File: config.mk
export PLATFORM = sky130hd
export DESIGN_NAME = pru_ram
export DESIGN_NICKNAME = d
export VERILOG_FILES = /design/src/pru_ram.sv
export SDC_FILE = /design/constraint.sdc
export NUM_CORES = 1
export LEC_CHECK = 0
export BUFFER_PORTS_ARGS = -buffer_cell sky130_fd_sc_hd__buf_2
export CAP_MARGIN = 15
export CORE_UTILIZATION = 54
export CTS_BUF_LIST = sky130_fd_sc_hd__clkbuf_16
export DETAILED_ROUTE_END_ITERATION = 8
export PLACE_DENSITY = 0.74
export SYNTH_ARGS = -nofsm -noshare
export SYNTH_HDL_FRONTEND = slang
export SYNTH_SLANG_ARGS = --single-unit
File: constraint.sdc
create_clock -name clk -period 1.6 [get_ports clk]
set_input_delay 0.16 -clock clk [delete_from_list [all_inputs] [get_ports clk]]
set_output_delay 0.16 -clock clk [all_outputs]
set_load 0.03 [all_outputs]
File: src/pru_ram.sv
// Generic single-port-write, single-port-read RAM with registered read data.
// Standalone; no package dependency.
module pru_ram #(
  parameter int WIDTH = 8,
  parameter int DEPTH = 16
) (
  input  logic                     clk,
  input  logic                     we,
  input  logic [$clog2(DEPTH)-1:0] waddr,
  input  logic [WIDTH-1:0]         wdata,
  input  logic                     re,
  input  logic [$clog2(DEPTH)-1:0] raddr,
  output logic [WIDTH-1:0]         rdata
);

  logic [WIDTH-1:0] mem [DEPTH];
  logic [WIDTH-1:0] rdata_r;

  always_ff @(posedge clk) begin
    if (we) begin
      mem[waddr] <= wdata;
    end
    if (re) begin
      rdata_r <= mem[raddr];
    end
  end

  assign rdata = rdata_r;

endmodule

# After elaboration in Yosys (flattened, before gate mapping)
# Memories as Yosys holds them, arrays and structs flattened. A register that Yosys moved wholly into a read port is not among the register bits.
# Index checks and enable logic that the tools add are counted.
# W data, S select, Z words.
# classes
magnitude_cmp	0
multipliers	0
n_shift	0
div	0
n_eq_ne	0
reduce_logical	0
add_sub_neg	0
n_mux	2
n_bitwise	0
# ops
operator	count
$mux W1	2
# word_totals
n_memories	1
output_inout_bits	8
latch_bits	0
regBits	0
mem_bits_rw	128
wordCells	3
mem_bits_ro	0
# mem_list
name	words	width	rd	rd_ports_with_merged_regs	write_ports	line_no	text
mem	16	8	1	1	1	16	logic [WIDTH-1:0] mem [DEPTH];

# Logic depth before layout (Yosys ltp)
# depth
depth_word	2
ltp_mapped	5
depth_no_buf	3

# Worst setup path after synthesis
# OpenSTA, ideal clock, no wires.
# synth_timing
path_type	input to register
startpoint	input port waddr[2]
endpoint	memory mem[0][0] (enable)
stages	2
slack_ns	-0.053
t_required_ns	1.217
setup_ns	0.383
t_arrival_ns	1.270
path_cell_list	or3b_2 > nor3_1
# synth_rtl
element	line_no	text
start, declared	9	input logic [$clog2(DEPTH)-1:0] waddr,
end, declared	16	
# No word-level cell before the write port.

==> metrics.txt <==
outcome completed; routability cong. 0.779; Hold Slack approximately 130 ps; final net count 308; achievable frequency 671 MHz; TritonCTS clock tree done; crit-path cells mux4_1, a22oi_1, nand2_1; DPL Wire Length between 6000 and 7000 um; Synthesized Nets about 250; period utilisation layout 93.2%; initial drt markers about 210; peak supply drop around 850 uV; switch share 20.5%; DR vias roughly 2.5k; Worst Tran Pin Value a little over 400 ps; drt via density 5.83; Reg clk slew, reported paths 60 ps; relative slew slack around 73%; Required @ worst endpoint approximately 1800 ps; Logic pwr share approximately 5.1%; clk_lat worst skew approximately 400 ps; Antenna Nets Post-Route 0; WL/cell roughly 23 um; Core Region a little over 9000 sq um; ANT cells 0; Critical Path Start Type flip-flop; sequential fraction of design power between 40% and 50%; Post-Syn Area approximately 5200 sq um; CTS max path bufs 2; peak per-stage delay on the critical path around 500 ps; placed inst area 5690 sq um; cts bufs inserted 17; Power Dens Cells approximately 1300 nW/um^2; IO buf count 26; layout cell share with drive strength beyond 1 approximately a third; pin count of the biggest net entering global routing 18; global-route wire length before repair roughly 15000 um; crit path time final 1490 ps; CP endpoint kind flip-flop; Max Cap Viol 0; NetSw between 0.0015 and 0.002 W; Yosys reg bits 136; Die Span Y 100 um; root buf cell clkbuf_16; worst path bufs/invs 0; vias in the first global route 2627; drt first pass iters 4; cells after synthesis approximately 230; placed cells between 300 and 400; detailed-route wire length 10000 um; clk sinks ~140; clock power share between 40% and 50%; Area Growth Syn to Fin 20.6%; Final Max Slew Viols 0; number of cell rows 35; register area share after synthesis between 70% and 80%; Post-Layout Cell Count 431; grt total ovfl 0; CP max stage cell mux4_1; number of antenna violations at the first check in global routing 0; clock skew around 7 ps; CTS H-Tree Depth 4; synth warn 0; DRC viols 0; Starting Density 56.0%; Die ar. between 10000 and 15000 sq um; design area roughly 6300 sq um; Die X 100 um; crit path kind flip-flop to flip-flop; leakage power approximately 2.1 nW; count of final hold-check violations 0; unrepaired setup endpoints after global routing false; Yosys cell types 18; Final setup viols 0; Critical Path AT 1650 ps; Total GRT Usage 22.1%; crit path max fanout 1; cell family with most CP delay multiplexers; IO Pins 27; syn avg cell area 22.8 sq um; Hold WC Path Type primary input to flip-flop; Int Pwr 0.00664 W
## worst paths after layout
kind                  start  endpoint  slack, ps  cells past startpoint
hold / removal           re  rdata[2]        130                      1
setup / recovery  mem[9][2]  rdata[2]        110                      3
hold reg to reg   mem[3][0]  rdata[0]        760                      3
setup reg to reg  mem[9][2]  rdata[2]        110                      3
## state kept, by name, indices dropped and copies added (netlist names)
register / flops
mem: 128
rdata: 8
## through the flow
step | util, % | worst slack, ps | setup TNS, ps | power, W
floorplan | - | 158 | 0 | 0.00434
finish | 67.6 | 109 | 0 | 0.00836
CTS | 67.5 | 60.7 | 0 | 0.00841
global placement | 61.0 | -136 | -558 | 0.00452
detailed placement | 61.0 | -144 | -730 | 0.00453
global route | 67.6 | 26.4 | 0 | 0.00858
## placed cells by master, fill, tap and decap left out, types with 4 or more instances in the layout
cell,synthesis,routed
a22oi_1,16,14
clkinv_4,0,4
nand2_1,9,9
clkbuf_16,0,17
nor2_1,13,13
buf_2,3,26
edfxtp_1,136,136
buf_12,0,5
buf_4,1,20
clkinvlp_4,0,4
mux4_2,18,18
mux4_1,14,14
## area by class of cell
cell class | count | area (sq um)
multi-input combinational | 83 | 1070
clock buffer | 17 | 425
fill | 584 | 3030
tap | 129 | 161
clock inverter | 15 | 179
timing repair buffer | 51 | 380
sequential | 136 | 4080
## power by group through the flow
stage / Sequential (W) / Combinational, W / Clock [W]
2_1_floorplan: 0.00414 / 0.000203 / 0
3_3_place_gp: 0.00411 / 0.000409 / 0
3_5_place_dp: 0.00411 / 0.000421 / 0
4_1_cts: 0.00404 / 0.000424 / 0.00395
5_1_grt: 0.00404 / 0.000453 / 0.00409
6_report: 0.00404 / 0.000422 / 0.00389
## what timing repair did
| item | 4_1_cts | 5_1_grt |
|---|---|---|
| gates resized for setup | 0 | 2 |
| setup buffers | 0 | 0 |
| endpoints found under the setup margin | 0 | 2 |
| hold buffers | 0 | 0 |
## cell usage after synthesis, drive strengths merged
master,instances,area share (%)
nand2b,2,0.24
nor3,4,0.38
clkdlybuf4s25,3,0.57
nand3b,2,0.29
mux4,32,15
nor2b,1,0.12
nor2,13,0.93
edfxtp,136,78
or3b,1,0.17
nand3,1,0.096
and2,1,0.12
and2b,1,0.14
a22oi,16,2.3
buf,7,1.1
nand2,9,0.65
## worst reg2reg max path, stage by stage, from the launching register on
cell	delay, ps
edfxtp_1	370
mux4_1	500
a22oi_1	290
nand2_1	80
## cells by family after synthesis
group | share of synthesized area (%)
mux | 14.8
buf+inv | 1.65
compound gates | 2.30
flops | 78.1
simple gates | 3.14
## layer usage
layer | track usage, % | vias up | part of all wire (%)
met1 | 29.5 | 1307 | 43
met4 | 7.47 | 0 | 1.2
met3 | 6.41 | 10 | 5.5
met5 | 0 | - | 0
met2 | 35.4 | 89 | 50
li1 | - | 1106 | -
Note: power is estimated with default switching activity, not from simulation.
