<file path="src/pru_pkg.sv">
// Shared types, constants and helper functions of the pixel replicate upscaler.
// Used by every module of the block but pru_ram; depends on nothing else.
package pru_pkg;

  localparam int MAX_WIDTH = 4096;
  localparam int ADDR_W    = (MAX_WIDTH > 1) ? $clog2(MAX_WIDTH) : 1;
  localparam int IDX_W     = $clog2(MAX_WIDTH + 1);
  localparam int PIX_W     = 24;
  localparam int SCALE_W   = 7;
  localparam int SRCW_W    = 13;
  localparam int ROWS_W    = 16;
  localparam int MAX_SCALE = 100;
  localparam int CFG_AW    = 4;
  localparam int CFG_DW    = 32;

  typedef enum logic [1:0] {
    KIND_PIXEL     = 2'd0,
    KIND_PAD       = 2'd1,
    KIND_NOT_READY = 2'd2,
    KIND_BUSY      = 2'd3
  } kind_t;

  typedef enum logic [1:0] {
    REG_SCALE = 2'd0,
    REG_WIDTH = 2'd1,
    REG_ROWS  = 2'd2
  } reg_idx_t;

  localparam logic CMD_PUSH = 1'b0;
  localparam logic CMD_PULL = 1'b1;

  typedef struct packed {
    logic [SCALE_W-1:0] scale;
    logic [IDX_W-1:0]   width;
    logic [ROWS_W-1:0]  rows;
    logic [1:0]         pad;
    logic               clear;
  } cfg_t;

  typedef struct packed {
    logic  valid;
    kind_t kind;
    logic  row_end;
    logic  image_end;
  } res_t;

  // Pad bytes to reach a 4-byte boundary of width * scale * 3.
  function automatic logic [1:0] pad_of(input logic [1:0] w, input logic [1:0] s);
    logic [5:0] prod;
    prod = 6'(w) * 6'(s) * 6'd3;
    return 2'(3'd4 - {1'b0, prod[1:0]});
  endfunction

endpackage

</file>
<file path="src/pru_ctrl.sv">
// Row sequencer: fill, horizontal and vertical copy, pad and row counters.
// Drives the row store ports and the control part of each result. Depends on pru_pkg.
module pru_ctrl
  import pru_pkg::*;
(
  input  logic              clk,
  input  logic              rst_n,
  input  cfg_t              cfg,
  input  logic              accept,
  input  logic              command,
  input  logic [PIX_W-1:0]  pixel,
  output logic              ram_we,
  output logic [ADDR_W-1:0] ram_waddr,
  output logic [PIX_W-1:0]  ram_wdata,
  output logic              ram_re,
  output logic [ADDR_W-1:0] ram_raddr,
  output res_t              res
);

  logic [IDX_W-1:0]   fill_r, fill_nxt;
  logic               ready_r, ready_nxt;
  logic [IDX_W-1:0]   rd_idx_r, rd_idx_nxt;
  logic [SCALE_W-1:0] hcopy_r, hcopy_nxt;
  logic [SCALE_W-1:0] vcopy_r, vcopy_nxt;
  logic [1:0]         padc_r, padc_nxt;
  logic [ROWS_W-1:0]  rows_r, rows_nxt;

  logic [IDX_W-1:0]   fill_inc, rd_inc, rd_new;
  logic [SCALE_W-1:0] hc_inc, vc_inc;
  logic [1:0]         pc_inc;
  logic [ROWS_W:0]    rows_inc;
  logic               last;

  assign fill_inc = fill_r + IDX_W'(1);
  assign rd_inc   = rd_idx_r + IDX_W'(1);
  assign hc_inc   = hcopy_r + SCALE_W'(1);
  assign vc_inc   = vcopy_r + SCALE_W'(1);
  assign pc_inc   = padc_r + 2'd1;
  assign rows_inc = {1'b0, rows_r} + (ROWS_W+1)'(1);

  assign ram_waddr = fill_r[ADDR_W-1:0];
  assign ram_wdata = pixel;
  assign ram_raddr = rd_idx_r[ADDR_W-1:0];

  always_comb begin
    fill_nxt   = fill_r;
    ready_nxt  = ready_r;
    rd_idx_nxt = rd_idx_r;
    hcopy_nxt  = hcopy_r;
    vcopy_nxt  = vcopy_r;
    padc_nxt   = padc_r;
    rows_nxt   = rows_r;
    ram_we     = 1'b0;
    ram_re     = 1'b0;
    rd_new     = rd_idx_r;
    last       = 1'b0;
    res        = '{valid: 1'b0, kind: KIND_PIXEL, row_end: 1'b0, image_end: 1'b0};

    if (accept && command == CMD_PUSH) begin
      if (ready_r) begin
        res.valid = 1'b1;
        res.kind  = KIND_BUSY;
      end else begin
        ram_we   = fill_r < cfg.width;
        fill_nxt = ram_we ? fill_inc : fill_r;
        if (fill_nxt >= cfg.width) begin
          ready_nxt  = 1'b1;
          rd_idx_nxt = '0;
          hcopy_nxt  = '0;
          vcopy_nxt  = '0;
          padc_nxt   = '0;
        end
      end
    end else if (accept) begin
      res.valid = 1'b1;
      if (!ready_r) begin
        res.kind = KIND_NOT_READY;
      end else begin
        if (rd_idx_r < cfg.width) begin
          ram_re   = 1'b1;
          res.kind = KIND_PIXEL;
          if (hc_inc >= cfg.scale) begin
            hcopy_nxt = '0;
            rd_new    = rd_inc;
          end else begin
            hcopy_nxt = hc_inc;
          end
          rd_idx_nxt = rd_new;
          last       = (rd_new >= cfg.width) && (cfg.pad == 2'd0);
        end else begin
          res.kind = KIND_PAD;
          padc_nxt = pc_inc;
          last     = pc_inc >= cfg.pad;
        end
        if (last) begin
          rd_idx_nxt = '0;
          hcopy_nxt  = '0;
          padc_nxt   = '0;
          if (vc_inc >= cfg.scale) begin
            vcopy_nxt = '0;
            ready_nxt = 1'b0;
            fill_nxt  = '0;
            if (rows_inc >= {1'b0, cfg.rows}) begin
              res.image_end = 1'b1;
              rows_nxt      = '0;
            end else begin
              rows_nxt = rows_inc[ROWS_W-1:0];
            end
          end else begin
            vcopy_nxt = vc_inc;
          end
        end
        res.row_end = last;
      end
    end
  end

  always_ff @(posedge clk) begin
    if (!rst_n || cfg.clear) begin
      fill_r   <= '0;
      ready_r  <= 1'b0;
      rd_idx_r <= '0;
      hcopy_r  <= '0;
      vcopy_r  <= '0;
      padc_r   <= '0;
      rows_r   <= '0;
    end else begin
      fill_r   <= fill_nxt;
      ready_r  <= ready_nxt;
      rd_idx_r <= rd_idx_nxt;
      hcopy_r  <= hcopy_nxt;
      vcopy_r  <= vcopy_nxt;
      padc_r   <= padc_nxt;
      rows_r   <= rows_nxt;
    end
  end

endmodule

</file>
<file path="config.mk">
export PLATFORM = sky130hd
export DESIGN_NAME = pru_ctrl
export DESIGN_NICKNAME = d
export VERILOG_FILES = /design/src/pru_pkg.sv /design/src/pru_ctrl.sv
export SDC_FILE = /design/constraint.sdc
export NUM_CORES = 1
export LEC_CHECK = 0
export BUFFER_PORTS_ARGS = -buffer_cell sky130_fd_sc_hd__buf_2
export CORE_ASPECT_RATIO = 0.9
export CORE_MARGIN = 3
export CORE_UTILIZATION = 30
export CTS_CLUSTER_DIAMETER = 200
export DETAILED_ROUTE_END_ITERATION = 12
export REMOVE_ABC_BUFFERS = 1
export SYNTH_ARGS = -nofsm -noshare
export SYNTH_HDL_FRONTEND = slang
export SYNTH_SLANG_ARGS = --single-unit
</file>
<file path="constraint.sdc">
create_clock -name clk -period 8.95 [get_ports clk]
set_input_delay 2.2375 -clock clk [delete_from_list [all_inputs] [get_ports clk]]
set_output_delay 2.2375 -clock clk [all_outputs]
set_load 0.05 [all_outputs]
</file>
-- Word level (Yosys, flattened, before mapping)
Index checks and enable logic that the tools add are counted.
- register bits after elaboration: 59
- input port bits: 67
- output and inout port bits: 55
- logic and storage cells: 108
- eq/ne operators: 3
- reductions and logical operators: 15
- mux-type cells: 67
- bitwise gates (word level): 2
- add/subtract/negate cells: 6
- $lt $le $gt $ge: 8
- operator list (cell ; count):
    two-way mux 13 bit ; 19
    two-way mux 7 bit ; 13
    adder 13 x 1 -> 13 bit (second input constant) ; 2
    greater-or-equal comparator 13 bit ; 2
    < comparator 13 bit ; 2
    AND reduction 5 bit ; 5
    two-way mux 1 bit ; 21
    two-way mux 2 bit ; 10
    adder 16 x 1 -> 17 bit (second input constant) ; 1
    greater-or-equal comparator 17 x 16 -> 1 bit ; 1
    two-way mux 16 bit ; 1
    adder 7 x 1 -> 7 bit (second input constant) ; 2
    greater-or-equal comparator 7 bit ; 2
    nonzero test 2 bit ; 4
    two-way mux 3 bit ; 2
    two-way mux 5 bit ; 1
    inequality test 3 x 2 -> 1 bit (second input constant) ; 1
    nonzero test 3 bit ; 1
    adder 2 x 1 -> 2 bit (second input constant) ; 1
    greater-or-equal comparator 2 bit ; 1
    logical AND 1 bit ; 2
    zero test 2 bit ; 1
    inequality test 2 x 1 -> 1 bit (second input constant) ; 1
    inequality test 2 bit (second input constant) ; 1
    other kinds (3) ; 4

-- Logic depth before layout (Yosys ltp)
- depth in word-level cells: 17
- gate-level depth with buffers: 20
- depth with buffers taken out: 18

-- Worst setup path before layout
No wires, ideal clock.
- kind: input port to output port
- start: input port cfg[32] (netlist bit)
- end: output port res[0] (netlist bit)
- path buffers: 1
- arrival time: 6.542 ns
- path slack: 0.170 ns
- data required time: 6.713 ns
- stages: 14
- cell sequence: ha_1 > nand2b_1 > a211o_1 > o211ai_1 > a211oi_1 > nand3_1 > xnor2_1 > ha_1 > nand2_1 > or4_4 > o41ai_4 > o211ai_1 > clkbuf_1 > nor3_1
- RTL lines (item ; line ; text):
    start, declared ; pru_ctrl.sv:8 ; input cfg_t cfg,
    end, declared ; pru_ctrl.sv:17 ; output res_t res

==> metrics.yaml <==
status: "complete, no violations"
grt_util_all_layers: 0.145
hold_buffers: 0
slowest_stage: "or4_4"
ys_types: 58
via_per_inst: 5.08
clkTransAtPathRegs_ns: 0.05
min-delay-start: "hcopy_r[6]$_SDFFE_PP0P_"
die-area_um2: 20700
synthArstFlopShare: 0
hold-path-cell-count: 1
rr_worst_depth: 18
rsz0062_at_grt: "no"
cpPeakStageDelay_ns: 0.50
finalWirelength_um: 14900
drv_slew: 0
worstMarginPinSlew_ns: 0.893
cp_cell_sequence: "buf_2 -> ha_1 -> nand2b_1 -> a211o_1 -> o211ai_1 -> a211oi_1 -> buf_4 -> nand3_1 -> xnor2_1 -> ha_1 -> nand2_1 -> or4_4 -> o41ai_4 -> o211ai_1 -> nor3_1 -> buf_2"
antennaDiodeCount: 0
crit_path_start_kind: "input pin"
fillers: 1944
powerDensity_nw_per_um2: 118
first_pass_iters: 4
period_needed_ns: 8.08
critical_path_class: "input pin to primary output"
r2r-start: "hcopy_r[0]$_SDFFE_PP0P_"
wl_per_cell_um: 15.2
drive_gt1_frac: 0.148
synth_cells: 713
fmax_mhz: 124
crit_path_end_kind: "primary output"
required_ns: 6.71
dp_hpwl_um: 11700
drtIter0Drc: 278
synth_edf_count: 0
cts_tree: "yes"
timing.rr.end: "fill_r[2]$_SDFFE_PP0P_"
cts_resized: 0
die_width_um: 151
remaining_drc_errors: 0
numCtsBuffers: 9
min_to: "hcopy_r[6]$_SDFFE_PP0P_"
hold_viol_final: 0
yosysSeqAreaShare: 0.207
setup_viol_count_final: 0
hp-class: "register to register"
slew_headroom: 0.405
critical_path_peak_fanout: 8
via_count: 4989
synth-seq-cells: 59
finalNetCount: 887
yosys_warnings: 0
antenna_found_initial: 0
cts_sinks: 59
clk_path_buf_depth: 2
design_area_um2: 6310
ioPinCount: 122
post_cts_buffers: 0
syn_avg_cell_area_um2: 8.01
maxCapViolCount: 0
worstPathArrival_ns: 5.84
grt_max_degree: 25
globalRoute.totalOverflow: 0
setup-tns-final_ns: 0
total_leakage_power_nw: 2.99
reg2reg_slack_ns: 3.97
ys.flop_type: "dfxtp_1"
grt_pass1_wl_um: 23900
clkLatencyLatePin_ns: 0.33
rows: 47
ir_drop_mv: 0.0799
gp_congestion: 0.825
final.period_utilization: 0.902
drtAntennaViolNets: 0
areaGrowthSynthToFinish_pct: 10.5
dieHeight_um: 137
initial_utilization: 0.308
fin_skew_ns: 0.00803
grt_pass1_vias: 4585
io_buffers: 73
dpl-instance-area_um2: 5980
coreArea_um2: 18500
cts_root_buffer: "clkbuf_16"
h-tree-depth: 3
syn_area_um2: 5710
==> cell usage in the layout (no fill, tap or decap), types with 4 or more instances in the layout <==
cell       instances
a211o_1            4
a211oi_1           6
a21o_1             9
a21oi_1           55
a22o_1            15
a31oi_1           11
a32o_1             9
and3_1            13
and4_1             7
buf_2             73
buf_4              8
clkbuf_16          9
dfxtp_1           59
ha_1              87
inv_1             53
nand2_1           54
nand2b_1           8
nand3_1           38
nand4_1           21
nor2_1            25
nor2b_1            6
nor3_1            12
o211ai_1           7
o21a_1             5
o21ai_0           39
or3_1              7
xnor2_1           41
xor2_1             8
==> how the worst max path moves through the flow <==
| stage | start | cells past startpoint | slack [ns] | end |
|---|---|---|---|---|
| 6_report | cfg[32] | 16 | 0.87 | res[0] |
| 5_1_grt | cfg[37] | 15 | 0.62 | res[1] |
| 2_1_floorplan | cfg[32] | 13 | 0.17 | res[0] |
| 4_1_cts | cfg[32] | 16 | 0.83 | res[0] |
| 3_5_place_dp | cfg[32] | 16 | 0.84 | res[0] |
| 3_3_place_gp | cfg[32] | 16 | 0.85 | res[0] |
==> layout make-up <==
cell class              count  area, um^2  area share
clock buffers              12         256      0.0407
clock inverters             4        72.6      0.0115
inverters                  53         199      0.0315
multi-input cells         529        3860       0.613
flip-flops and latches     59        1180       0.187
well taps                 245         307      0.0486
repair buffers             81         425      0.0675
==> through the flow <==
stage | util | instances | hold slack [ns] | total power [mW] | setup slack [ns]
finish | 0.340 | 983 | 0.509 | 0.744 | 0.873
global route | 0.340 | 983 | 0.540 | 0.780 | 0.625
CTS | 0.340 | 983 | 0.508 | 0.753 | 0.833
detailed placement | 0.323 | 967 | 0.489 | 0.364 | 0.842
global placement | 0.323 | 967 | 0.490 | 0.363 | 0.849
floorplan | - | 641 | 0.470 | 0.334 | 0.173
==> logic make-up (layout without fill, tap and decap cells) <==
family | count (synthesis) | count (layout) | synth area share
DFF | 59 | 59 | 0.207
buffers and inverters | 125 | 150 | 0.116
adders and majority gates | 87 | 87 | 0.191
xor gates and xnor gates | 49 | 49 | 0.0752
muxes | 5 | 5 | 0.00942
and+or+nand+nor | 202 | 202 | 0.182
AOI/OAI and AO/OA | 186 | 186 | 0.220
==> power breakdown <==
part	total [mW]	internal, mW	leakage [nW]	switching, mW
clock	0.385	0.258	0.159	0.126
sequential	0.271	0.266	0.475	0.00589
combinational	0.0880	0.0321	2.35	0.0559
==> Yosys cell counts (2+ instances only) <==
cell | number | area, um^2
a2111oi_0 | 2 | 17.5
a211o_1 | 4 | 35.0
a211oi_1 | 6 | 45.0
a21boi_0 | 2 | 15.0
a21o_1 | 9 | 67.6
a21oi_1 | 55 | 275
a22o_1 | 15 | 131
a31oi_1 | 11 | 68.8
a32o_1 | 9 | 90.1
and2_1 | 3 | 18.8
and3_1 | 13 | 81.3
and4_1 | 7 | 61.3
buf_1 | 2 | 7.51
buf_2 | 2 | 10.0
buf_4 | 49 | 368
clkbuf_1 | 18 | 67.6
dfxtp_1 | 59 | 1180
ha_1 | 87 | 1090
inv_1 | 53 | 199
mux2_2 | 3 | 33.8
mux2i_1 | 2 | 20.0
nand2_1 | 54 | 203
nand2b_1 | 8 | 50.1
nand3_1 | 38 | 190
nand4_1 | 21 | 131
nor2_1 | 25 | 93.8
nor2b_1 | 6 | 37.5
nor3_1 | 12 | 60.1
nor4_1 | 2 | 12.5
o2111ai_1 | 2 | 17.5
o211a_1 | 3 | 30.0
o211ai_1 | 7 | 52.6
o21a_1 | 5 | 37.5
o21ai_0 | 39 | 195
o21ai_1 | 2 | 10.0
o31a_1 | 2 | 17.5
o31ai_1 | 2 | 15.0
or3_1 | 7 | 43.8
xnor2_1 | 41 | 359
xor2_1 | 8 | 70.1
==> critical path: cells and delay by family <==
| kind | cells | cell delay (ns) |
|---|---|---|
| compound gates | 5 | 1.22 |
| xor+xnor | 1 | 0.08 |
| fa+ha+maj | 2 | 0.57 |
| buf+inv | 3 | 0.63 |
| simple gates | 5 | 1.10 |
==> layer usage <==
layer / part of all wire / GRT usage
met5: 0 / 0
met4: 0.013 / 0.0383
met3: 0.053 / 0.0404
met2: 0.43 / 0.216
met1: 0.51 / 0.207
==> state kept, by name, summed over array words and instances, names as in the netlist <==
name / count
rows_r: 16
fill_r: 13
rd_idx_r: 13
hcopy_r: 7
vcopy_r: 7
padc_r: 2
ready_r: 1
(Power assumes the default switching activity.)
