**src/pru_pkg.sv**
```systemverilog
// Shared types, constants and helper functions of the pixel replicate upscaler.
// Used by every module of the block but pru_ram; depends on nothing else.
package pru_pkg;

  localparam int MAX_WIDTH = 4096;
  localparam int ADDR_W    = (MAX_WIDTH > 1) ? $clog2(MAX_WIDTH) : 1;
  localparam int IDX_W     = $clog2(MAX_WIDTH + 1);
  localparam int PIX_W     = 24;
  localparam int SCALE_W   = 7;
  localparam int SRCW_W    = 13;
  localparam int ROWS_W    = 16;
  localparam int MAX_SCALE = 100;
  localparam int CFG_AW    = 4;
  localparam int CFG_DW    = 32;

  typedef enum logic [1:0] {
    KIND_PIXEL     = 2'd0,
    KIND_PAD       = 2'd1,
    KIND_NOT_READY = 2'd2,
    KIND_BUSY      = 2'd3
  } kind_t;

  typedef enum logic [1:0] {
    REG_SCALE = 2'd0,
    REG_WIDTH = 2'd1,
    REG_ROWS  = 2'd2
  } reg_idx_t;

  localparam logic CMD_PUSH = 1'b0;
  localparam logic CMD_PULL = 1'b1;

  typedef struct packed {
    logic [SCALE_W-1:0] scale;
    logic [IDX_W-1:0]   width;
    logic [ROWS_W-1:0]  rows;
    logic [1:0]         pad;
    logic               clear;
  } cfg_t;

  typedef struct packed {
    logic  valid;
    kind_t kind;
    logic  row_end;
    logic  image_end;
  } res_t;

  // Pad bytes to reach a 4-byte boundary of width * scale * 3.
  function automatic logic [1:0] pad_of(input logic [1:0] w, input logic [1:0] s);
    logic [5:0] prod;
    prod = 6'(w) * 6'(s) * 6'd3;
    return 2'(3'd4 - {1'b0, prod[1:0]});
  endfunction

endpackage

```
**src/pru_regs.sv**
```systemverilog
// Configuration registers behind the APB-style port, with range clamping.
// Depends on pru_pkg.
module pru_regs
  import pru_pkg::*;
(
  input  logic              clk,
  input  logic              rst_n,
  input  logic              psel,
  input  logic              penable,
  input  logic              pwrite,
  input  logic [CFG_AW-1:0] paddr,
  input  logic [CFG_DW-1:0] pwdata,
  output logic [CFG_DW-1:0] prdata,
  output logic              pready,
  output cfg_t              cfg
);

  logic [SCALE_W-1:0] scale_r, scale_nxt;
  logic [SRCW_W-1:0]  srcw_r, srcw_nxt;
  logic [ROWS_W-1:0]  rows_r, rows_nxt;
  logic               wr;
  logic               hit;
  reg_idx_t           idx;

  assign pready = 1'b1;
  assign wr     = psel && penable && pwrite;
  assign idx    = reg_idx_t'(paddr[3:2]);

  always_comb begin
    scale_nxt = scale_r;
    srcw_nxt  = srcw_r;
    rows_nxt  = rows_r;
    hit       = 1'b0;
    prdata    = '0;
    unique case (idx)
      REG_SCALE: begin
        hit       = 1'b1;
        prdata    = CFG_DW'(scale_r);
        scale_nxt = pwdata[SCALE_W-1:0];
      end
      REG_WIDTH: begin
        hit      = 1'b1;
        prdata   = CFG_DW'(srcw_r);
        srcw_nxt = pwdata[SRCW_W-1:0];
      end
      REG_ROWS: begin
        hit      = 1'b1;
        prdata   = CFG_DW'(rows_r);
        rows_nxt = pwdata[ROWS_W-1:0];
      end
      default: begin
        hit = 1'b0;
      end
    endcase
  end

  always_ff @(posedge clk) begin
    if (!rst_n) begin
      scale_r <= SCALE_W'(1);
      srcw_r  <= SRCW_W'(1);
      rows_r  <= ROWS_W'(1);
    end else if (wr) begin
      scale_r <= scale_nxt;
      srcw_r  <= srcw_nxt;
      rows_r  <= rows_nxt;
    end
  end

  always_comb begin
    if (scale_r == '0) begin
      cfg.scale = SCALE_W'(1);
    end else if (32'(scale_r) > MAX_SCALE) begin
      cfg.scale = SCALE_W'(MAX_SCALE);
    end else begin
      cfg.scale = scale_r;
    end
    if (srcw_r == '0) begin
      cfg.width = IDX_W'(1);
    end else if (32'(srcw_r) > MAX_WIDTH) begin
      cfg.width = IDX_W'(MAX_WIDTH);
    end else begin
      cfg.width = IDX_W'(srcw_r);
    end
    cfg.rows  = (rows_r == '0) ? ROWS_W'(1) : rows_r;
    cfg.pad   = pad_of(cfg.width[1:0], cfg.scale[1:0]);
    cfg.clear = wr && hit;
  end

endmodule

```
**config.mk**
```make
export PLATFORM = sky130hd
export DESIGN_NAME = pru_regs
export DESIGN_NICKNAME = d
export VERILOG_FILES = /design/src/pru_pkg.sv /design/src/pru_regs.sv
export SDC_FILE = /design/constraint.sdc
export NUM_CORES = 1
export LEC_CHECK = 0
export BUFFER_PORTS_ARGS = -buffer_cell sky130_fd_sc_hd__buf_4
export CAP_MARGIN = 20
export CORE_MARGIN = 5
export CORE_UTILIZATION = 45
export CTS_BUF_LIST = sky130_fd_sc_hd__clkbuf_4
export DETAILED_ROUTE_END_ITERATION = 12
export GPL_TIMING_DRIVEN = 1
export PLACE_DENSITY = 0.81
export SLEW_MARGIN = 20
export SYNTH_ARGS = -nofsm -noshare
export SYNTH_HDL_FRONTEND = slang
export SYNTH_SLANG_ARGS = --single-unit
```
**constraint.sdc**
```tcl
create_clock -name clk -period 1.5 [get_ports clk]
set_clock_uncertainty 0.05 [all_clocks]
set_input_delay 0.075 -clock clk [delete_from_list [all_inputs] [get_ports clk]]
set_output_delay 0.075 -clock clk [all_outputs]
set_load 0.03 [all_outputs]
```
Word level (Yosys, flattened, before mapping)
Index checks and enable logic that the tools add are counted.
Widths: inputs -> output; s select.
Cells by class
  $add $sub $neg: 1
  multipliers: 2
  order comparisons: 2
  equal/unequal tests: 2
  mux-type cells: 7
  reduce and logical (&&, ||, !) cells: 11
Operators by type and width (count)
  $pmux 16 s3: 1
  $mux 13: 2
  $logic_not 16->1: 1
  $mux 16: 1
  $mux 7: 2
  $gt 13x13->1 const B: 1
  $logic_not 13->1: 1
  $gt 7x7->1 const B: 1
  $logic_not 7->1: 1
  $reduce_and 2->1: 3
  $mul 2x2->4: 1
  $mul 4x2->2 const B: 1
  $logic_and 1x1->1: 3
  $reduce_or 3->1: 1
  $eq 2x1->1 const B: 1
  $eq 2x2->1 const B: 1
  $logic_not 2->1: 1
  $sub 1x2->2 const A: 1
  $mux 1: 1
Word-level totals
  register bits: 36
  input bits: 41
  output and inout bits: 72
  word-level logic and storage cells: 28

Longest topological paths before layout
Gate-level depths: netlist of the first run.
  depth in word-level cells: 6
  mapped depth: 6
  mapped depth without buffers: 4

Worst setup path after synthesis of the first run
OpenSTA, ideal clock, no wires.
  path type: flip-flop to output port
  start point: register scale_r[2]
  end point: output cfg[2] (netlist name)
  data arrival time: 1585 ps
  slack: -210 ps
  stages on the path, launching flop included: 5
  path buffers: 0
  cell sequence: dfxtp_1 nor3_1 o21a_1 nand2b_1 xnor2_1
RTL lines
  start, declared: line pru_regs.sv:18  | logic [SCALE_W-1:0] scale_r, scale_nxt;
  start signal, assigned: line pru_regs.sv:63  | scale_r <= scale_nxt;
  end, declared: line pru_regs.sv:15  | output cfg_t cfg

==> flow_metrics.tcl, run 1 <==
set metrics [dict create \
    place.gp.congestion 0.895 \
    initial_utilization_pct 46.9 \
    report.final.setup_viol 5 \
    detail_route.vias_per_cell 5.19 \
    design.core.area_um2 4380 \
    antenna_left 0 \
    row_count 24 \
    drive_gt1_share_pct 39.9 \
    criticalPathCategory "reg -> out" \
    buffer_ports.inserted 77 \
    timing.reg2reg.worst_path_depth 4 \
    synthesis.yosys.warnings 0 \
    critPathRequiredTime_ns 1.37 \
    numClockSinks 36 \
    finish.net_count 398 \
    power.density_cell_area_nw_per_um2 603 \
    total_leakage_power_nw 1.42 \
    cell_chain_critical_path "nor4_4 -> a32oi_1 -> nand2b_4 -> xnor2_2 -> buf_6" \
    worst_path_dominant_cell_family "simple AND/OR/NAND/NOR gates" \
    synth_cell_types 33 \
    root_buffer_selected_by_cts "clkbuf_4" \
    cp.depth 5 \
    synth_area_per_cell_um2 7.79 \
    drt_iter0_drc 161 \
    antenna_found_initial 0 \
    ys_async_sr_fraction_pct 0 \
    clock_network_latency_to_the_later_pin_of_the_worst_skew_pair_ns 0.34 \
    cp.buffers_inverters 1 \
    path_clk_slew_ns 0.09 \
    fp.dieArea_um2 6020 \
    regArea_um2 741 \
    setup.worst_path.end_class "primary output" \
    wl_per_cell_um 15.7 \
    power.share.clock_pct 27.7 \
    cts-buffers-inserted 5 \
    final_core_util_pct 70.1 \
    detailedRoute.firstPassIterationCount 4 \
    yosys-top-cells-count "67 x nand2_1, 36 x dfxtp_1, 24 x a21boi_1, 24 x clkbuf_1, 19 x nor2b_1" \
    grt_overflow_total 0 \
    dominantRegCellSynth "dfxtp_1" \
    route.final.wire_length_um 6420 \
    comb_power_share_pct 19.3 \
    synth.largest_area_cell "dfxtp_1" \
    crit_fanout 4 \
    number_of_synthesized_register_bits 36 \
    timing.hold.worst_path_depth 2 \
    die_w_um 77.6 \
    overall_via_count_from_detail_route 2126 \
    post-layout-total-power_w 0.00186 \
    critical_path.slowest_cell "dfxtp_2" \
    num_io_pins 113 \
    die_y_um 77.6 \
    run_status "finished, violations left" \
    clockBufferDepth 2 \
    synthTopCellsByArea "dfxtp_1 35%, nand2_1 12%, a21boi_1 8.8%" \
    violations "setup timing" \
    synth.yosys.seq_area_share_pct 35.0 \
    netlist_area_um2 2060 \
    grt_pass1_wl_um 10300 \
    detailedPlacementHpwl_um 4600 \
    place_worst_setup_slack_ns 0.0162 \
    power.switching_w 0.000520 \
    setup.worst_path.start_class "register" \
    timing.critical_path.slowest_cell_delay_ns 0.36 \
    finalWorstSetupSlack_ns -0.238 \
    switching_share_pct 28.0 \
    globalRouteTotalUtil_pct 21.0 \
    post-synth-top-area-fraction_pct 35.0 \
    cts_tree "done" \
    ir_drop_mv 0.447 \
    synth.most_common_cell "nand2_1" \
    arrival_ns 1.61 \
    ctsHtreeMaxLevel 2 \
    synthCells 264 \
    slew_viol_final 0 \
    max_freq_mhz 575 \
    hp-class "in -> reg" \
    synth_enable_flop_cells 0 \
    fillers 344 \
    detail_route.drc_violations 0 \
    multi_input_area_um2 1230 \
    rsz_0062_raised_after_global_routing "true" \
    area.growth.synth_to_final_pct 49.5 \
    grt_max_degree 37 \
    layout_worst_path_cycle_share_pct 116 \
    internal_power_w 0.00134 \
    final.setup.tns_ns -0.598 \
    final_period_minus_worst_setup_slack_ns 1.74 \
    maxCapViolations 0 \
    first_global_vias 2075 \
    sequentialPowerShare_pct 53.0 \
    final_hold_viol_count 0 \
    n_antenna_cell 0 \
]
==> metal layers <==
metal	wire length [µm]	global-route usage (%)	share of wire [%]	vias up
li1	-	-	-	1018
met1	2550	26.0	40	992
met2	3180	34.8	50	103
met3	568	4.63	8.8	13
met4	123	8.93	1.9	0
met5	0	0	0	-
==> state kept, by name (all words and copies together), names as in the netlist <==
register	cells
scale_r	7
srcw_r	13
rows_r	16
==> final timing paths <==
path	startpoint	endpoint	slack, ns
setup / recovery	srcw_r[5]	cfg[2]	-0.24
hold / removal	rst_n	scale_r[0]	0.02
setup reg to reg	srcw_r[12]	srcw_r[12]	0.61
hold reg to reg	rows_r[15]	rows_r[15]	0.44
==> worst register-to-register path, cell delays in order, from the launching register on <==
cell and delay [ns]:
dfxtp_2 0.35, buf_6 0.12, buf_8 0.12, nand2_1 0.05
a21boi_1 0.13
==> placed cells by master (no fill, tap or decap), types with 7 or more instances in the layout <==
cell,count
dlygate4sd3_1,16
nand2_1,67
nor2b_1,19
buf_4,95
dfxtp_1,22
conb_1,17
buf_6,7
dfxtp_2,13
clkbuf_4,7
mux2i_1,14
a21boi_1,24
==> stage by stage <==
stage,instance area (µm²),cells,hold WS (ns)
after global placement,2680,384,0.262
after CTS,2990,408,0.00948
after global routing,3080,410,0.0256
final,3080,410,0.0196
after floorplan,2130,279,0.149
after detailed placement,2680,384,0.267
==> layout make-up <==
| class | count | area share, % |
|---|---|---|
| clock buffers | 7 | 1.71 |
| clock inverters | 1 | 0.122 |
| inverters | 3 | 0.366 |
| multi-input cells | 192 | 40.2 |
| flip-flops and latches | 36 | 24.1 |
| well taps | 52 | 2.12 |
| repair buffers | 119 | 31.4 |
==> timing repair <==
| action | CTS | global route |
|---|---|---|
| hold buffers | 16 | 0 |
| cloned | 0 | 0 |
| pin swaps | 9 | 10 |
| endpoints found under the hold margin | 35 | 0 |
| resized for setup | 22 | 22 |
| setup endpoints to repair | 5 | 10 |
| buffers inserted | 0 | 2 |
==> power by group through the flow <==
stage,sequential (W),clock [W],combinational (W)
after floorplan,0.000999,0,0.000225
after global placement,0.00100,0,0.000304
after detailed placement,0.00100,0,0.000308
after CTS,0.000983,0.000519,0.000348
after global routing,0.000986,0.000576,0.000379
final,0.000983,0.000514,0.000358
==> cells by family (layout without fill, tap and decap cells) <==
family,count (synthesis),in the layout,share of synthesized area [%]
and+or+nand+nor,113,113,27.3
other,2,17,0.365
muxes,14,14,6.81
buffers and inverters,51,130,13.6
xor gates and xnor gates,1,1,0.426
DFF,36,36,35.0
AOI/OAI and AO/OA,47,47,16.5
Note: power is estimated with default switching activity, not from simulation.
==> run 2, diff against run 1 <==
--- a/config.mk
+++ b/config.mk
@@ -11,7 +11,7 @@
 export CORE_UTILIZATION = 45
 export CTS_BUF_LIST = sky130_fd_sc_hd__clkbuf_4
 export DETAILED_ROUTE_END_ITERATION = 12
-export GPL_TIMING_DRIVEN = 1
+export GPL_TIMING_DRIVEN = 0
 export PLACE_DENSITY = 0.81
 export SLEW_MARGIN = 20
 export SYNTH_ARGS = -nofsm -noshare
==> run 2 against run 1 <==
Design area is 3.7% higher. Clock power is 3% lower. The run still ends with setup timing left. Power is 1.4% higher. Via count up 3.5%. Sequential cell count is the same. Register-to-register slack lost 0.07 ns. Sequential power about the same. Routed wire length increased by 3.8%. Setup slack got worse by 0.054 ns. Highest routed layer unchanged. Hold slack improved by 0.13 ns. Combinational power increased by 11%. First-iteration DRC count decreased by 17%.
==> flow_metrics.tcl, run 2 (synthesized netlist as in run 1, its figures left out) <==
set metrics [dict create \
    route.final.wire_length_um 6660 \
    mostFrequentLayoutCells "96 x buf_4, 66 x nand2_1, 24 x a21boi_1" \
    setup.worst_path.end_class "primary output" \
    die_y_um 77.6 \
    first_global_vias 2145 \
    place.gp.congestion 0.869 \
    maxCapViolations 0 \
    violations "setup timing" \
    place_worst_setup_slack_ns -0.134 \
    overall_via_count_from_detail_route 2201 \
    grt_max_degree 12 \
    final.hold.worst_slack_ns 0.154 \
    largest_register "rows_r" \
    ctsHtreeMaxLevel 2 \
    detailedRoute.firstPassIterationCount 6 \
    slew_viol_final 0 \
    num_io_pins 113 \
    clockBufferDepth 2 \
    hp-class "in -> reg" \
    crit_fanout 4 \
    grt_pass1_wl_um 10500 \
    wl_per_cell_um 15.2 \
    design.core.area_um2 4380 \
    fillers 354 \
    rsz_0062_raised_after_global_routing "true" \
    grt_overflow_total 0 \
    max_ffs_per_register 16 \
    reg_top3 "rows_r (16), srcw_r (13), scale_r (7)" \
    finish.net_count 426 \
    report.final.setup_viol 6 \
    clock_network_latency_to_the_later_pin_of_the_worst_skew_pair_ns 0.34 \
    max_freq_mhz 558 \
    row_count 24 \
    detail_route.drc_violations 0 \
    post-layout-total-power_w 0.00188 \
    cts_tree "done" \
    drt_iter0_drc 133 \
    fp.dieArea_um2 6020 \
    detail_route.vias_per_cell 5.03 \
    criticalPathCategory "reg -> out" \
    setup.worst_path.start_class "register" \
    area.growth.synth_to_final_pct 55.0 \
    run_status "finished, violations left" \
    antenna_found_initial 0 \
    initial_utilization_pct 46.9 \
    arrival_ns 1.67 \
    total_leakage_power_nw 1.47 \
    final_period_minus_worst_setup_slack_ns 1.79 \
    n_antenna_cell 0 \
    numClockSinks 36 \
    final_hold_viol_count 0 \
    layout_worst_path_cycle_share_pct 119 \
    die_w_um 77.6 \
    path_clk_slew_ns 0.11 \
    root_buffer_selected_by_cts "clkbuf_4" \
    antenna_left 0 \
    power.density_cell_area_nw_per_um2 590 \
    detailedPlacementHpwl_um 4730 \
    final.setup.tns_ns -0.680 \
    cts-buffers-inserted 5 \
    critPathRequiredTime_ns 1.37 \
    buffer_ports.inserted 77 \
    ir_drop_mv 0.527 \
    finalWorstSetupSlack_ns -0.292 \
    drive_gt1_share_pct 39.4 \
    globalRouteTotalUtil_pct 21.6 \
    mostFrequentLayoutCell "buf_4" \
]
run 2: cell types whose count changed in the layout (fill, tap and decap cells not counted), sizes merged:
cell / delta
dlygate4sd3: +1
buf: +4
clkinv: +2
clkbuf: +21
run 2: path summary, 6_finish.rpt:
check / startpoint / endpoint / slack, ns / cells past startpoint
min reg2reg: rows_r[10] / rows_r[10] / 0.44 / 2
max reg2reg: srcw_r[12] / srcw_r[12] / 0.54 / 3
min: penable / rows_r[4] / 0.15 / 5
max: srcw_r[9] / cfg[2] / -0.29 / 5
run 2: what timing repair did:
action                                  CTS  global route
buffers inserted                          3             2
hold endpoints to repair                 36             0
gates resized for setup                  29            19
cloned                                    0             0
endpoints found under the setup margin   15            17
pin swaps                                 9             8
hold buffers                             17             0
run 2: layout make-up:
type,instances,area [µm²],area share (%)
Buffer,48,270,8.48
Clock buffer,5,37.5,1.18
Clock inverter,3,13.8,0.432
Inverter,3,11.3,0.353
Multi-Input combinational cell,192,1240,38.8
Sequential cell,36,752,23.6
Tap cell,52,65.1,2.04
Timing Repair Buffer,99,801,25.1
run 2: power by group:
part | total (W) | switching (W) | internal, W
clock network | 0.000501 | 0.000329 | 0.000172
registers | 0.000981 | 0.0000187 | 0.000963
logic | 0.000398 | 0.000216 | 0.000182
run 2: worst max-delay path: stages (launching register included):
cell and delay, ns:
dfxtp_2 0.36, nor4_2 0.32, a32oi_2 0.19, nand2b_4 0.18
xnor2_2 0.13, buf_6 0.15
run 2: per-layer routing:
layer,vias up,share of wire (%),GRT usage [%]
met2,100,50,36.1
li1,1070,-,-
met1,1014,41,26.6
met5,-,0,0
met4,0,2.8,10.1
met3,17,6.6,4.05
run 2: per-stage QoR:
step / cells / area [µm²] / utilization, %
6_report: 438 / 3190 / 72.7
5_1_grt: 438 / 3190 / 72.7
4_1_cts: 436 / 3130 / 71.4
3_5_place_dp: 408 / 2770 / 63.2
3_3_place_gp: 408 / 2770 / 63.2
2_1_floorplan: 279 / 2130 / -
